`src/rtl/ils_pkg.sv`:
```
// Shared types and constants for the indexed list store.
`default_nettype none

package ils_pkg;

  localparam int DATA_W = 32;
  localparam int CMD_W  = 3;
  localparam int POS_W  = 7;
  localparam int CNT_W  = 7;

  // OR-reduction group size of the read tree
  localparam int GROUP = 8;

  localparam logic [DATA_W-1:0] ERR_VALUE = '1;

  typedef enum logic [CMD_W-1:0] {
    CMD_INSERT = 3'd0,
    CMD_READ   = 3'd1,
    CMD_REMOVE = 3'd2,
    CMD_WRITE  = 3'd3,
    CMD_CLEAR  = 3'd4
  } cmd_e;

  // per-request shift control broadcast to every cell; already qualified
  typedef struct packed {
    logic ins;
    logic rem;
    logic wr;
  } ctrl_t;

endpackage

`default_nettype wire

```
`src/rtl/ils_cell.sv`:
```
// One list cell: holds an entry, shifts from a neighbor or loads new data.
`default_nettype none

module ils_cell #(
  parameter int INDEX = 0,
  parameter int CMPW  = 7
) (
  input  wire logic                       clk_i,
  input  wire ils_pkg::ctrl_t             ctrl_i,
  input  wire logic [CMPW-1:0]            pos_i,
  input  wire logic [ils_pkg::DATA_W-1:0] value_i,
  input  wire logic [ils_pkg::DATA_W-1:0] left_i,
  input  wire logic [ils_pkg::DATA_W-1:0] right_i,
  output logic      [ils_pkg::DATA_W-1:0] data_o,
  output logic      [ils_pkg::DATA_W-1:0] tap_o
);
  import ils_pkg::*;

  localparam logic [CMPW-1:0] IDX = CMPW'(INDEX);

  logic [DATA_W-1:0] data_q, data_d;
  logic              hit, above;

  assign hit   = (pos_i == IDX);
  assign above = (pos_i < IDX);

  always_comb begin
    data_d = data_q;
    if (ctrl_i.ins) begin
      if (above) begin
        data_d = left_i;
      end else if (hit) begin
        data_d = value_i;
      end
    end else if (ctrl_i.rem) begin
      if (hit || above) begin
        data_d = right_i;
      end
    end else if (ctrl_i.wr && hit) begin
      data_d = value_i;
    end
  end

  always_ff @(posedge clk_i) begin
    data_q <= data_d;
  end

  assign data_o = data_q;
  // only the addressed cell drives the read tree
  assign tap_o  = hit ? data_q : '0;

endmodule

`default_nettype wire

```
`config.mk`:
```
export PLATFORM = sky130hd
export DESIGN_NAME = ils_cell
export DESIGN_NICKNAME = d
export VERILOG_FILES = /design/src/rtl/ils_pkg.sv /design/src/rtl/ils_cell.sv
export SDC_FILE = /design/constraint.sdc
export NUM_CORES = 1
export LEC_CHECK = 0
export BUFFER_PORTS_ARGS = -buffer_cell sky130_fd_sc_hd__buf_2
export CORE_AREA = 3 3 57 112
export DETAILED_ROUTE_END_ITERATION = 10
export DIE_AREA = 0 0 60 115
export MAX_ROUTING_LAYER = met4
export PLACE_DENSITY_LB_ADDON = 0.12
export SYNTH_ARGS = -nofsm -noshare
export SYNTH_HDL_FRONTEND = slang
export SYNTH_SLANG_ARGS = --single-unit
```
`constraint.sdc`:
```
create_clock -name clk_i -period 3.4 [get_ports clk_i]
set_input_delay 0.34 -clock clk_i [delete_from_list [all_inputs] [get_ports clk_i]]
set_output_delay 0.34 -clock clk_i [all_outputs]
set_load 0.05 [all_outputs]
```
# ---- Word level (Yosys, flattened, before mapping)
# Cells that the tools add are included.
dict set report classes {
  magnitude_cmp 1
  mux 7
  reduce_logical 5
  n_eq_ne 2
}
# operator count
set op_table {}
lappend op_table {{$mux W32} 7}
lappend op_table {{$logic_not A7 Y1} 1}
lappend op_table {{$lt A7 B1 Y1 const B} 1}
lappend op_table {{$ne A3 B1 Y1 const B} 2}
lappend op_table {{$reduce_and A3 Y1} 1}
lappend op_table {{$reduce_bool A3 Y1} 1}
lappend op_table {{$logic_and A1 B1 Y1} 1}
lappend op_table {{$logic_or A1 B1 Y1} 1}
dict set report word_totals {
  out_inout_bits 64
  register_bits 32
  word_cells 16
  input_bits 107
}

# ---- Depth between registers and ports, before layout
dict set report depth {
  depth_word 5
  mapped_depth 4
  ltp_nobuf 2
}

# ---- Least setup slack after synthesis
# OpenSTA, ideal clock, no wires.
dict set report synth_path {
  path_kind {input-to-reg}
  from {input port pos_i[2]}
  to {register data_q[0] (netlist: data_o[0]), enable pin}
  t_required_ps 2939
  cell_stages 3
  path_buffers 1
  setup_time_ps 461
  path_slack_ps -324
  arrival_ps 3263
  path_cell_list {or4_4 > buf_6 > nor3_1}
}
dict set report synth_via {
  elab_chain_len 4
  elab_cells_between_ends 8
}
# element line
set synth_rtl {}
lappend synth_rtl {{start: declaration} ils_cell.sv:10} ;# input wire logic [CMPW-1:0] pos_i,
lappend synth_rtl {{$lt A7 B1 Y1 or $logic_not A7 Y1 (tied branches)} {ils_cell.sv:25, ils_cell.sv:24}}
lappend synth_rtl {{$logic_or A1 B1 Y1 or $logic_and A1 B1 Y1 (tied branches)} {ils_cell.sv:36, ils_cell.sv:39}}
lappend synth_rtl {{$ne A3 B1 Y1 (no source line) or $reduce_bool A3 Y1 (tied branches)} -}
lappend synth_rtl {{$reduce_and A3 Y1 (no source line) *} -}
lappend synth_rtl {{end signal: assignment} ils_cell.sv:45} ;# data_q <= data_d;
lappend synth_rtl {{end: declaration} ils_cell.sv:21} ;# logic [DATA_W-1:0] data_q, data_d;
# Every way passes the cells marked *; elsewhere a longest branch is shown, timed or not.
# A chain may end at the register's enable or synchronous reset.

# ---- Worst setup path in the final report
dict set report layout_path {
  from {input port pos_i[2]}
  to {register data_q[21] (netlist: data_o[21]), enable pin}
}
# The elaborated chain is that of the path after synthesis.

==> impl_metrics.ini <==
[sta]
relSlewSlack_pct = 40.11
rsz0062_at_grt = false
fmax_mhz = 451.8
fin_crit_ns = 2.213
finalSetupViolCount = 0
tns_ns = 0
slew_violations = 0
finalHoldViolations = 0
fin_ws_ns = 1.187
worst_slew_pin_slew_ns = 0.8965
finalCritPeriodShare_pct = 65.10

[synth]
synth-seq-cells = 32
synth_top_family_by_area = multiplexers
syn-mean-instance-area_um2 = 13.06
synthMuxAreaShare_pct = 19.02
synthSimpleGateAreaFrac_pct = 18.16
ys_seq_area_share_pct = 50.73
yosys_warnings = 0
synth_nets = 252
synthesis.area_mm2 = 0.001894
synthCells = 145
synthAdderAreaFrac_pct = 0
synth-compound-area-share_pct = 0
ys_types = 13
synth_xor_area_share_pct = 0

[place]
io_buffers = 138
routabilityCongestion = 0.6846
place_ws_ns = 0.8330
dp_cells = 335
dp_hpwl_um = 3654

[drt]
drt_iter0_markers = 29
drtPass1Iterations = 4
vias = 1551
avgViaCountPerCell = 4.535
wl_per_cell_um = 13.68
drtAntennaViolNets = 0
wl_um = 4679
drcViolationCount = 0

[cells_and_area]
final_nets = 388
mostFrequentLayoutCell = buf_2
largest_reg_flops = 32
drive_gt1_share_pct = 75.09
n_antenna_cell = 0
syn_to_final_growth_pct = 44.06
final_cells = 342
final_cell_mix = buf_2 (138), inv_1 (32), edfxtp_1 (32)

[pwr]
power.internal_w = 0.0007671
combinationalPowerShare_pct = 11.8
power_frac_seq_pct = 46.0
switching_share_pct = 20.16
powerDensity_mw_per_mm2 = 352.1
p_total_w = 0.0009607
p_clk_share_pct = 42.3
worst_ir_drop_vdd_mv = 0.3307
switchingPower_w = 0.0001937
p_leak_nw = 1.290

[cts]
hold_buffers = 0
cts-htree-levels = 2
cts_tree = yes
cts_buffers = 5
postCtsSetupBuffers = 0
clock_tree.root_cell = clkbuf_16
clk_pin_slew_ns = 0.05
cts_sinks = 32
cts_resized = 0
cts_max_path_buffers = 2

[die]
ios = 171
core_mm2 = 0.005660
num_rows = 39
start_util_pct = 33.47
die_w_um = 60
die_area_mm2 = 0.006900
fp.dieH_um = 115

[grt]
grt_pass1_vias = 1523
grt_overflow = 0
grtUsageTotal_pct = 14.10
antenna_found_initial = 0
grt_max_degree = 34
grt_pass1_wl_um = 6982

[flow_run]
maxCapViolCount = 0

[outcome]
status = finished, final reports clean

[critical_path]
crit_required_ns = 3.36
critPathArrivalTime_ns = 2.18
endpoint_kind = flop
worstSetupPathType = in -> reg
crit_path_start_kind = primary input
worstPathMaxFanout = 33

[worst_hold_path]
min_path_cells = 2
hp-class = in -> reg
## critical path, stage by stage
cell and delay (ns):
buf_2 0.09, or4_4 0.80, nor3_4 0.60, buf_4 0.32
## worst paths after layout
kind | from | to | slack [ns]
worst max-delay path | pos_i[2] | data_o[21] | 1.19
worst min-delay path | value_i[30] | data_o[30] | 0.36
## area by class of cell
| cell class | count | area, um^2 |
|---|---|---|
| clock buffer | 6 | 128.9 |
| clock inverter | 1 | 5.005 |
| fill | 554 | 2932 |
| inverter | 32 | 120.1 |
| multi-input combinational | 69 | 724.4 |
| sequential | 32 | 960.9 |
| tap | 61 | 76.32 |
| timing repair buffer | 141 | 713.2 |
## power by group through the flow
| stage | clock [W] | sequential, W | combinational, W |
|---|---|---|---|
| 2_1_floorplan | 0 | 0.000457 | 0.0000607 |
| 4_1_cts | 0.000423 | 0.000441 | 0.000116 |
| 3_3_place_gp | 0 | 0.000449 | 0.000114 |
| 6_report | 0.000406 | 0.000442 | 0.000113 |
| 3_5_place_dp | 0 | 0.000449 | 0.000115 |
| 5_1_grt | 0.000437 | 0.000441 | 0.000125 |
## logic make-up after synthesis
group / Yosys count
buffers and inverters: 44
and+or+nand+nor: 37
muxes: 32
DFF: 32
## routing by layer
metal  global-route usage [%]  up-vias  wire (um)  part of all wire [%]
met1                    13.58      696       1518                    32
met3                    3.034        6        395                   8.4
met2                    26.01       85       2689                    57
met4                    5.325        0         76                   1.6
met5                        -        -          0                     0
li1                         -      764          -                     -
## metrics by stage
step | hold slack, ns | util (%) | area, um^2
3_3_place_gp | 0.6261 | 45.84 | 2595
6_report | 0.3561 | 48.21 | 2729
4_1_cts | 0.3488 | 48.21 | 2729
5_1_grt | 0.3611 | 48.21 | 2729
3_5_place_dp | 0.6269 | 45.84 | 2595
2_1_floorplan | 0.5409 | - | 1899
## synth_stat cells
cell type  number  share of area [%]
nor2b_1         1               0.33
clkbuf_1        2               0.40
nor3_1          4                1.1
mux2_2         30                 18
buf_6           1               0.59
or4_4           1               0.59
buf_2           6                1.6
mux2_1          2                1.2
nor3_2         30                 16
or3_1           1               0.33
edfxtp_1       32                 51
buf_12          3                3.2
inv_1          32                6.3
Power figures use the tool's default switching activity.
